## src/sv/pgl_pkg.sv

```systemverilog
// shared types and constants for the proportional glyph layout block
// no dependencies
package pgl_pkg;

  localparam logic [6:0] CODE_NEWLINE = 7'h0a;
  localparam logic [6:0] CODE_CARET   = 7'h5e;

  localparam int unsigned CELL_W = 6;
  localparam int unsigned CELL_H = 9;

  localparam logic [4:0] LINE_HEIGHT_RESET = 5'd9;
  localparam int unsigned QUEUE_DEPTH      = 4;

  typedef struct packed {
    logic [6:0]         char_code;
    logic               first;
    logic signed [15:0] start_x;
    logic signed [15:0] start_y;
  } pgl_in_t;

  typedef struct packed {
    logic [7:0]         src_x;
    logic [4:0]         src_y;
    logic [2:0]         glyph_width;
    logic signed [15:0] dst_x;
    logic signed [15:0] dst_y;
    logic [7:0]         color_red;
    logic [7:0]         color_green;
    logic [7:0]         color_blue;
    logic               digit_error;
  } pgl_out_t;

  typedef struct packed {
    logic [6:0]  char_code;
    logic [2:0]  glyph_width;
    logic [15:0] dst_x;
    logic [15:0] dst_y;
    logic [7:0]  color_red;
    logic [7:0]  color_green;
    logic [7:0]  color_blue;
    logic        digit_error;
  } pgl_cmd_t;

endpackage

```

## src/sv/proportional_glyph_layout_core.sv

```systemverilog
// Proportional glyph layout core. Takes one character per clock while not stalled and turns
// every drawable character into one glyph transaction (atlas source, width, destination, color,
// error flag); newlines and caret color escapes give no transaction. Sustained rate is one
// character per cycle while neither the input nor the output stalls; a glyph passes through the
// command queue into the output register, where it is held while the output is stalled.
// Input stall rises only when the command queue (QueueDepth entries,
// default 4) between the front end and the output register is full. line_height is written
// through the cfg port, which is always ready.
module proportional_glyph_layout_core import pgl_pkg::*; #(
  parameter int unsigned QueueDepth = QUEUE_DEPTH
) (
  input  logic       clk_i,
  input  logic       rst_ni,
  input  logic       in_valid_i,
  output logic       in_stall_o,
  input  pgl_in_t    in_data_i,
  output logic       out_valid_o,
  input  logic       out_stall_i,
  output pgl_out_t   out_data_o,
  input  logic       cfg_valid_i,
  output logic       cfg_ready_o,
  input  logic [4:0] cfg_data_i
);

  logic [4:0] line_height_q;
  logic       push;
  logic       pop;
  logic       q_full;
  logic       q_valid;
  pgl_cmd_t   cmd_in;
  pgl_cmd_t   cmd_out;

  assign cfg_ready_o = 1'b1;

  always_ff @(posedge clk_i or negedge rst_ni) begin
    if (!rst_ni) begin
      line_height_q <= LINE_HEIGHT_RESET;
    end else if (cfg_valid_i && cfg_ready_o) begin
      line_height_q <= cfg_data_i;
    end
  end

  pgl_front u_front (
    .clk_i         (clk_i),
    .rst_ni        (rst_ni),
    .in_valid_i    (in_valid_i),
    .in_stall_o    (in_stall_o),
    .in_data_i     (in_data_i),
    .line_height_i (line_height_q),
    .q_full_i      (q_full),
    .push_o        (push),
    .cmd_o         (cmd_in)
  );

  pgl_queue #(
    .Depth (QueueDepth)
  ) u_queue (
    .clk_i   (clk_i),
    .rst_ni  (rst_ni),
    .push_i  (push),
    .data_i  (cmd_in),
    .full_o  (q_full),
    .pop_i   (pop),
    .valid_o (q_valid),
    .data_o  (cmd_out)
  );

  pgl_back u_back (
    .clk_i       (clk_i),
    .rst_ni      (rst_ni),
    .q_valid_i   (q_valid),
    .q_data_i    (cmd_out),
    .pop_o       (pop),
    .out_valid_o (out_valid_o),
    .out_stall_i (out_stall_i),
    .out_data_o  (out_data_o)
  );

endmodule

```

## src/sv/pgl_front.sv

```systemverilog
// front end: takes characters, runs the escape decoder and cursor state
// pushes one draw command per glyph into the queue; uses pgl_pkg
module pgl_front import pgl_pkg::*; (
  input  logic       clk_i,
  input  logic       rst_ni,
  input  logic       in_valid_i,
  output logic       in_stall_o,
  input  pgl_in_t    in_data_i,
  input  logic [4:0] line_height_i,
  input  logic       q_full_i,
  output logic       push_o,
  output pgl_cmd_t   cmd_o
);

  typedef enum logic [1:0] {
    ESC_IDLE,
    ESC_RED,
    ESC_GREEN,
    ESC_BLUE
  } esc_e;

  function automatic logic [2:0] draw_width(input logic [6:0] c);
    logic [2:0] w;
    case (c) inside
      7'h21, 7'h27, 7'h2e, 7'h3a, 7'h7c:                      w = 3'd2;
      7'h28, 7'h29, 7'h2c, 7'h3b, 7'h60:                      w = 3'd3;
      7'h20, 7'h22, 7'h3c, 7'h3d, 7'h3e, 7'h5b, 7'h5d,
      7'h69, 7'h6a, 7'h6c, 7'h7b, 7'h7d:                      w = 3'd4;
      7'h66, 7'h72, 7'h74:                                    w = 3'd5;
      default:                                                w = 3'd6;
    endcase
    return w;
  endfunction

  esc_e        esc_q, esc_d, esc_cur;
  logic [15:0] cur_x_q, cur_x_d, cur_x_cur;
  logic [15:0] cur_y_q, cur_y_d, cur_y_cur;
  logic [15:0] line_x_q, line_x_d, line_x_cur;
  logic [7:0]  red_q, red_d, red_cur;
  logic [7:0]  green_q, green_d, green_cur;
  logic [7:0]  blue_q, blue_d, blue_cur;
  logic        err_q, err_d, err_cur;
  logic        accept;
  logic        glyph;
  logic        hex_ok;
  logic [3:0]  hex_val;
  logic [7:0]  hex_scaled;
  logic [6:0]  c;
  logic [2:0]  w;

  assign in_stall_o = q_full_i;
  assign accept     = in_valid_i && !q_full_i;
  assign c          = in_data_i.char_code;
  assign w          = draw_width(c);

  always_comb begin
    hex_ok  = 1'b1;
    hex_val = 4'd0;
    case (c) inside
      [7'h30:7'h39]: hex_val = 4'(c - 7'h30);
      [7'h41:7'h46]: hex_val = 4'(c - 7'h37);
      [7'h61:7'h66]: hex_val = 4'(c - 7'h57);
      default:       hex_ok  = 1'b0;
    endcase
  end

  assign hex_scaled = {hex_val, hex_val};

  always_comb begin
    if (in_data_i.first) begin
      cur_x_cur  = in_data_i.start_x;
      line_x_cur = in_data_i.start_x;
      cur_y_cur  = in_data_i.start_y;
      red_cur    = 8'hff;
      green_cur  = 8'hff;
      blue_cur   = 8'hff;
      esc_cur    = ESC_IDLE;
      err_cur    = 1'b0;
    end else begin
      cur_x_cur  = cur_x_q;
      line_x_cur = line_x_q;
      cur_y_cur  = cur_y_q;
      red_cur    = red_q;
      green_cur  = green_q;
      blue_cur   = blue_q;
      esc_cur    = esc_q;
      err_cur    = err_q;
    end

    cur_x_d  = cur_x_cur;
    cur_y_d  = cur_y_cur;
    line_x_d = line_x_cur;
    red_d    = red_cur;
    green_d  = green_cur;
    blue_d   = blue_cur;
    esc_d    = esc_cur;
    err_d    = err_cur;
    glyph    = 1'b0;

    case (esc_cur)
      ESC_RED: begin
        if (c == CODE_CARET) begin
          red_d   = 8'hff;
          green_d = 8'hff;
          blue_d  = 8'hff;
          esc_d   = ESC_IDLE;
        end else begin
          red_d = hex_scaled;
          err_d = err_cur | !hex_ok;
          esc_d = ESC_GREEN;
        end
      end
      ESC_GREEN: begin
        green_d = hex_scaled;
        err_d   = err_cur | !hex_ok;
        esc_d   = ESC_BLUE;
      end
      ESC_BLUE: begin
        blue_d = hex_scaled;
        err_d  = err_cur | !hex_ok;
        esc_d  = ESC_IDLE;
      end
      default: begin
        if (c == CODE_NEWLINE) begin
          cur_y_d = cur_y_cur + {11'd0, line_height_i};
          cur_x_d = line_x_cur;
        end else if (c == CODE_CARET) begin
          esc_d = ESC_RED;
        end else begin
          glyph   = 1'b1;
          cur_x_d = cur_x_cur + {13'd0, w};
        end
      end
    endcase
  end

  assign push_o            = accept && glyph;
  assign cmd_o.char_code   = c;
  assign cmd_o.glyph_width = w;
  assign cmd_o.dst_x       = cur_x_cur;
  assign cmd_o.dst_y       = cur_y_cur;
  assign cmd_o.color_red   = red_cur;
  assign cmd_o.color_green = green_cur;
  assign cmd_o.color_blue  = blue_cur;
  assign cmd_o.digit_error = err_cur;

  always_ff @(posedge clk_i or negedge rst_ni) begin
    if (!rst_ni) begin
      esc_q    <= ESC_IDLE;
      cur_x_q  <= '0;
      cur_y_q  <= '0;
      line_x_q <= '0;
      red_q    <= 8'hff;
      green_q  <= 8'hff;
      blue_q   <= 8'hff;
      err_q    <= 1'b0;
    end else if (accept) begin
      esc_q    <= esc_d;
      cur_x_q  <= cur_x_d;
      cur_y_q  <= cur_y_d;
      line_x_q <= line_x_d;
      red_q    <= red_d;
      green_q  <= green_d;
      blue_q   <= blue_d;
      err_q    <= err_d;
    end
  end

endmodule

```

## src/sv/pgl_queue.sv

```systemverilog
// short command queue between the front end and the output stage
// flop storage, one push and one pop per cycle; uses pgl_pkg
module pgl_queue import pgl_pkg::*; #(
  parameter int unsigned Depth = QUEUE_DEPTH
) (
  input  logic     clk_i,
  input  logic     rst_ni,
  input  logic     push_i,
  input  pgl_cmd_t data_i,
  output logic     full_o,
  input  logic     pop_i,
  output logic     valid_o,
  output pgl_cmd_t data_o
);

  localparam int unsigned PtrW = $clog2(Depth);
  localparam int unsigned CntW = $clog2(Depth + 1);

  pgl_cmd_t        mem_q [Depth];
  logic [PtrW-1:0] wr_ptr_q, wr_ptr_d;
  logic [PtrW-1:0] rd_ptr_q, rd_ptr_d;
  logic [CntW-1:0] cnt_q, cnt_d;

  assign full_o  = (cnt_q == CntW'(Depth));
  assign valid_o = (cnt_q != '0);
  assign data_o  = mem_q[rd_ptr_q];

  always_comb begin
    wr_ptr_d = wr_ptr_q;
    rd_ptr_d = rd_ptr_q;
    cnt_d    = cnt_q;
    if (push_i) begin
      wr_ptr_d = (wr_ptr_q == PtrW'(Depth - 1)) ? '0 : wr_ptr_q + 1'b1;
    end
    if (pop_i) begin
      rd_ptr_d = (rd_ptr_q == PtrW'(Depth - 1)) ? '0 : rd_ptr_q + 1'b1;
    end
    if (push_i && !pop_i) begin
      cnt_d = cnt_q + 1'b1;
    end else if (pop_i && !push_i) begin
      cnt_d = cnt_q - 1'b1;
    end
  end

  always_ff @(posedge clk_i or negedge rst_ni) begin
    if (!rst_ni) begin
      wr_ptr_q <= '0;
      rd_ptr_q <= '0;
      cnt_q    <= '0;
    end else begin
      wr_ptr_q <= wr_ptr_d;
      rd_ptr_q <= rd_ptr_d;
      cnt_q    <= cnt_d;
    end
  end

  always_ff @(posedge clk_i) begin
    if (push_i) begin
      mem_q[wr_ptr_q] <= data_i;
    end
  end

endmodule

```

## src/sv/pgl_back.sv

```systemverilog
// back end: takes draw commands from the queue and forms result transactions
// computes the atlas source and holds the output register; uses pgl_pkg
module pgl_back import pgl_pkg::*; (
  input  logic     clk_i,
  input  logic     rst_ni,
  input  logic     q_valid_i,
  input  pgl_cmd_t q_data_i,
  output logic     pop_o,
  output logic     out_valid_o,
  input  logic     out_stall_i,
  output pgl_out_t out_data_o
);

  logic     out_valid_q, out_valid_d;
  pgl_out_t out_q, out_d;
  logic     load;

  assign load  = q_valid_i && (!out_valid_q || !out_stall_i);
  assign pop_o = load;

  always_comb begin
    out_d.src_x       = 8'(q_data_i.char_code[4:0]) * 8'(CELL_W);
    out_d.src_y       = 5'(q_data_i.char_code[6:5]) * 5'(CELL_H);
    out_d.glyph_width = q_data_i.glyph_width;
    out_d.dst_x       = q_data_i.dst_x;
    out_d.dst_y       = q_data_i.dst_y;
    out_d.color_red   = q_data_i.color_red;
    out_d.color_green = q_data_i.color_green;
    out_d.color_blue  = q_data_i.color_blue;
    out_d.digit_error = q_data_i.digit_error;
    if (load) begin
      out_valid_d = 1'b1;
    end else if (!out_stall_i) begin
      out_valid_d = 1'b0;
    end else begin
      out_valid_d = out_valid_q;
    end
  end

  always_ff @(posedge clk_i or negedge rst_ni) begin
    if (!rst_ni) begin
      out_valid_q <= 1'b0;
    end else begin
      out_valid_q <= out_valid_d;
    end
  end

  always_ff @(posedge clk_i) begin
    if (load) begin
      out_q <= out_d;
    end
  end

  assign out_valid_o = out_valid_q;
  assign out_data_o  = out_q;

endmodule

```

## config.mk

```make
export PLATFORM = sky130hd
export DESIGN_NAME = proportional_glyph_layout_core
export DESIGN_NICKNAME = d
export VERILOG_FILES = /design/src/sv/pgl_pkg.sv /design/src/sv/proportional_glyph_layout_core.sv /design/src/sv/pgl_front.sv /design/src/sv/pgl_queue.sv /design/src/sv/pgl_back.sv
export SDC_FILE = /design/constraint.sdc
export NUM_CORES = 1
export LEC_CHECK = 0
export ABC_CLOCK_PERIOD_IN_PS = 4800
export BUFFER_PORTS_ARGS = -buffer_cell sky130_fd_sc_hd__buf_2
export CAP_MARGIN = 20
export CORE_MARGIN = 8
export CORE_UTILIZATION = 50
export DETAILED_ROUTE_END_ITERATION = 10
export GPL_ROUTABILITY_DRIVEN = 0
export HOLD_SLACK_MARGIN = 0.08
export PLACE_DENSITY_LB_ADDON = 0.05
export SYNTH_ARGS = -nofsm -noshare
export SYNTH_HDL_FRONTEND = slang
export SYNTH_SLANG_ARGS = --single-unit
```

## constraint.sdc

```tcl
create_clock -name clk_i -period 4.8 [get_ports clk_i]
set_clock_uncertainty 0.1 [all_clocks]
set_input_delay 0 -clock clk_i [delete_from_list [all_inputs] [get_ports clk_i]]
set_output_delay 0 -clock clk_i [all_outputs]
set_load 0.03 [all_outputs]
```

* Yosys cells after proc, flatten, opt, wreduce, memory -nomap -nowiden
Memory sizes are Yosys's and may differ from the RTL's.
Index checks and enable logic that the tools add are counted.
** Storage, ports and cells
- Output and inout port bits :: 76
- RAM bits :: 268
- Memories :: 1
- Word-level logic and storage cells :: 144
- Register bits after elaboration :: 160
** Operators by class
- Multiply operators :: 2
- Multiplexer cells :: 46
- Bitwise logic cells :: 1
- Add/sub/neg operators :: 9
- Equal/unequal tests :: 34
- Reduce and logical (&&, ||, !) cells :: 23
- Magnitude comparators :: 6
** Memory list
- u_queue.mem_q :: words 4, bits a word 67, rd ports 1, clocked after memory_dff 0, write ports 1, RTL line pgl_queue.sv:19 : pgl_cmd_t mem_q [Depth];
** Operators with widths (count)
- 16-bit two-way mux :: 8
- 7-bit by 6-bit equality test with 1-bit output, second input constant :: 13
- 7-bit equality test, second input constant :: 13
- 8-bit two-way mux :: 7
- 8-bit case mux with 2 select lines :: 2
- 16-bit by 3-bit adder with 16-bit output :: 1
- 16-bit by 5-bit adder with 16-bit output :: 1
- 3-bit two-way mux :: 5
- 7-bit greater-or-equal comparator, second input constant :: 2
- 7-bit <= comparator, second input constant :: 2
- 2-bit two-way mux :: 7
- 1-bit two-way mux :: 12
- 4-bit two-way mux :: 3
- 12-bit OR reduction :: 1
- 5-bit OR reduction :: 2
- 2-bit equality test, second input constant :: 4
- 1-bit logical AND :: 8
- 4-bit by 3-bit subtractor with 4-bit output, second input constant :: 2
- 7-bit by 4-bit equality test with 1-bit output, second input constant :: 1
- 7-bit by 6-bit greater-or-equal comparator with 1-bit output, second input constant :: 1
- 7-bit by 6-bit <= comparator with 1-bit output, second input constant :: 1
- 5-bit by 2-bit multiplier with 7-bit output, second input constant :: 1
- 1-bit zero test :: 6
- 2-bit case mux with 3 select lines :: 1
- 15 further kinds :: 17

* Longest topological paths before layout
- Depth after elaboration :: 10
- Gate-level depth with buffers :: 16
- Gate-level depth less buffers :: 16

* Hierarchy
A second synthesis with hierarchy kept.
** Unflattened totals
- Cell total of the unflattened synthesis :: 1132
- Area total of the unflattened synthesis :: 18077.3 µm²
** By module, submodules not included
- pgl_queue :: cells an instance 388, seq. area each 8222.9 µm², area each 10094.7 µm², times used 1
- pgl_front :: cells an instance 638, seq. area each 1906.8 µm², area each 5475.3 µm², times used 1
- pgl_back :: cells an instance 94, seq. area each 2097.0 µm², area each 2312.2 µm², times used 1
- proportional_glyph_layout_core :: cells an instance 12, seq. area each 127.6 µm², area each 195.2 µm², times used 1

* Worst setup path before layout
OpenSTA, ideal clock, no wires.
- Kind :: input-to-reg
- Start point :: in in_data_i[32] in the netlist's numbering
- End point :: mem u_queue.mem_q[0][0] in the netlist's numbering, enable pin
- Path slack :: 0.781 ns
- Required time :: 4.268 ns
- Arrival time :: 3.487 ns
- Stages :: 10
- Buffers on the path :: 5
- Setup time :: 0.432 ns
- Path through :: buf_4 > buf_4 > buf_4 > buf_2 > nand2b_1 > ha_1 > clkbuf_1 > nand3_1 > nor2_1 > and2_1
** Between the ends
- Longest elaborated chain between the ends :: 7
- Elaborated cells on any way between the ends :: 9
- Classes of those cells :: 3 x eq/ne; 4 x mux; 2 x reduce/logical
** RTL lines
- start: declaration :: RTL line proportional_glyph_layout_core.sv:16 : input pgl_in_t in_data_i,
- 2-bit two-way mux * :: RTL line pgl_front.sv:70 : if (in_data_i.first) begin
- 2-bit by 1-bit equality test with 1-bit output or 2-bit equality test (tied branches) :: RTL line pgl_front.sv:100 : case (esc_cur)
- 3-bit OR reduction (no line) *
- 1-bit two-way mux * :: RTL line pgl_front.sv:100
- 1-bit logical AND * :: RTL line pgl_front.sv:137 : assign push_o = accept && glyph;
- net push :: RTL line proportional_glyph_layout_core.sv:26 : logic push;
- 1-bit two-way mux * :: RTL line pgl_queue.sv:58 : if (push_i) begin
- 1-bit two-way mux (implied by the code) * :: RTL line pgl_queue.sv:59 : mem_q[wr_ptr_q] <= data_i;
- end: declaration :: RTL line pgl_queue.sv:19
Mark *: on every way through the listed nets, which the timed path passes. The rest lies on a longest branch.

==> results.ini <==
[grt]
grt_max_degree=51
grt_pass1_wl_um=60500
grt-ovfl-total=0
grt_usage=0.182
grt_antenna_before_repair=2
first_global_vias=10700

[clock_network]
cts_hold_buf=57
clockBufferDepth=3
htree_num_levels=2
post-cts-setup-buffers=0
clkTransAtPathRegs_ns=0.06
clkLatencyLatePin_ns=0.54
clockRootBuffer=clkbuf_16
cts_tree=yes
cts_resized=0
numCtsBuffers=45
clock-sinks=425

[sta]
grt_setup_unrepaired=no
tns_ns=0
setup_viol_count_final=0
fin_crit_sh=0.827
period_needed_ns=3.97
max_freq_ghz=0.252
final_hold_viol_count=0
worst_pin_slew_ns=0.901
maxSlewHeadroom=0.399
slew_viol_final=0

[drt]
drcViolationCount=0
wl_met2_um=19500
drt_iter0_drc=605
wl_met3_um=1640
wirelength_um=37600
dr.pass1.iters=5
via_count=10100
postRouteAntennaNets=0
viasPerCell=5.56
wl_met1_um=15700
post_drt_wl_per_cell_um=20.6
dr.max_layer_used=met5

[floorplan]
die_w_um=206
dieArea_sq_um=42400
num_io_pins=126
start_util=0.507
die_h_um=206
coreArea_sq_um=35600
rows=69

[final_layout]
final_common_cell=edfxtp_1
final_cell_mix=edfxtp_1 (337), buf_2 (120), nor2_1 (74)
nNetsFinal=1410
final_cell_count_no_fill=1822
fin_util=0.595
areaGrowthSynthToFinish_pct=17.3
drive_gt1_frac=0.281

[run_status]
status=complete, no violations

[worst_hold_path]
hold_path.class=in2reg

[power_and_ir_drop]
p_per_area_nw_per_um2=605
p_leak_nw=7.50
peakVddDrop_mv=0.562

[yosys]
synthCells=1138
synth_top_cell_area_share=0.561
synth_area_sq_um=18000
ys_top_cells_by_area=edfxtp_1 (56%), dfrtp_1 (8.6%), mux4_2 (8.4%)
synth_cell_type_count=71
async_flop_share=0.207
yosys.area.top_type=edfxtp_1
synth_edf_count=337
syn_avg_cell_area_sq_um=15.8
ys_seq_area_frac=0.685
synth_ff_type=edfxtp_1
ys_warn_count=0
ys_ff_latch=425

[place]
dp.cells=1684
dpl.hpwl_um=23400
port_buffers=122

[setup_path]
cp.arrival_ns=4.30
crit_path_max_fanout=11
reg2reg_slack_ns=1.61
required_ns=5.13
crit_path_end_kind=flop
path_class=in2reg
start_kind=primary input

[run]
maxCapViolCount=0

-- worst max-delay path, cell delays in order --
cell and delay, ns:
dlygate4sd3_1 0.53, buf_2 0.21, inv_1 0.12, ha_1 0.31, mux2_2 0.29, a22oi_1 0.18, o32ai_1 0.09, and2_1 0.18
nor2_1 0.34, o31ai_1 0.29, ha_1 0.35, a21o_1 0.11, a21oi_1 0.12, nor4_2 0.64, nand2_1 0.15, xnor2_1 0.15
a41o_1 0.24
-- per-stage QoR --
step	hold WS [ns]	power (mW)	cell area (sq um)	setup slack [ns]
after floorplan	-0.396	8.49	18000	0.781
after global placement	-0.0643	9.55	19200	0.986
after detailed placement	-0.0647	9.61	19200	0.818
after CTS	0.0805	13.0	21200	0.848
after global routing	0.114	13.5	21200	0.425
final	0.113	12.8	21200	0.833
-- state kept, by name (all words and copies together), names as in the netlist --
signal	count
u_queue.rd_ptr_q	2
u_front.cur_x_q	16
u_queue.mem_q	268
u_queue.cnt_q	3
line_height_q	5
u_front.line_x_q	16
u_front.err_q	1
u_front.red_q	8
u_front.green_q	8
u_front.blue_q	8
u_front.cur_y_q	16
u_queue.wr_ptr_q	2
u_front.esc_q	2
u_back.out_valid_o	1
u_back.out_data_o	69
-- power breakdown --
| part | switching, mW | total (mW) | internal (mW) |
|---|---|---|---|
| clock network | 1.34 | 3.31 | 1.97 |
| registers | 0.405 | 5.78 | 5.37 |
| logic | 2.27 | 3.71 | 1.44 |
| total | 4.02 | 12.8 | 8.78 |
-- synthesized netlist by cell type, types with 3 or more instances --
| cell type | n |
|---|---|
| nor3_1 | 16 |
| nand4_1 | 3 |
| o31ai_1 | 6 |
| o21a_1 | 6 |
| nand2b_1 | 7 |
| a22oi_1 | 3 |
| and3b_1 | 3 |
| o221ai_1 | 6 |
| ha_1 | 29 |
| a31oi_1 | 10 |
| o21ai_1 | 7 |
| nand3_1 | 8 |
| inv_1 | 32 |
| fa_1 | 4 |
| a311oi_1 | 3 |
| nor2_1 | 74 |
| and2_1 | 7 |
| o22ai_1 | 5 |
| buf_2 | 9 |
| xor2_1 | 4 |
| nand3b_1 | 5 |
| a22o_1 | 3 |
| a21oi_1 | 35 |
| xnor2_1 | 18 |
| o21ai_0 | 57 |
| nor3b_1 | 3 |
| nor2b_1 | 7 |
| o21bai_1 | 4 |
| buf_4 | 10 |
| a211oi_1 | 10 |
| buf_1 | 8 |
| dfstp_2 | 26 |
| mux2_2 | 42 |
| mux2i_1 | 24 |
| a21o_1 | 15 |
| nand2_1 | 69 |
| dfrtp_1 | 62 |
| or2_2 | 25 |
| and3_1 | 3 |
| edfxtp_1 | 337 |
| clkbuf_1 | 30 |
| mux4_2 | 67 |
-- worst paths after layout --
path,start,endpoint,cells past startpoint
min in group asynchronous,rst_ni,line_height_q[0],3
hold reg to reg,u_front.cur_y_q[3],u_front.cur_y_q[3],2
max in group asynchronous,rst_ni,u_front.err_q,4
setup / recovery,in_data_i[33],u_front.cur_x_q[11],17
hold / removal,out_stall_i,u_back.out_valid_o,4
setup reg to reg,u_front.esc_q[1],u_queue.mem_q[0][23],7
-- cell families (layout without fill, tap and decap cells) --
| kind of cell | Yosys count | after routing | share of synthesized area |
|---|---|---|---|
| flops | 425 | 425 | 0.685 |
| simple gates | 241 | 241 | 0.0663 |
| compound gates | 191 | 191 | 0.0678 |
| mux | 133 | 133 | 0.123 |
| buf+inv | 91 | 312 | 0.0221 |
| fa+ha+maj | 33 | 33 | 0.0246 |
| xor+xnor | 22 | 22 | 0.0107 |
| other cells | 2 | 4 | 0.000416 |
-- metal layers --
layer	vias up	track usage
met2	238	0.319
met3	53	0.0328
met4	2	0.0477
li1	4740	-
met5	-	0
met1	5092	0.230
-- area by class of cell --
cell class                 count  area, sq um
tap                          461          577
antenna                        1         2.50
fill                        2741        14400
inverter                      33          125
sequential                   425        12400
clock buffer                  65         1250
timing repair buffer         199         1400
clock inverter                15          154
multi-input combinational    623         5300
Power figures use the tool's default switching activity.
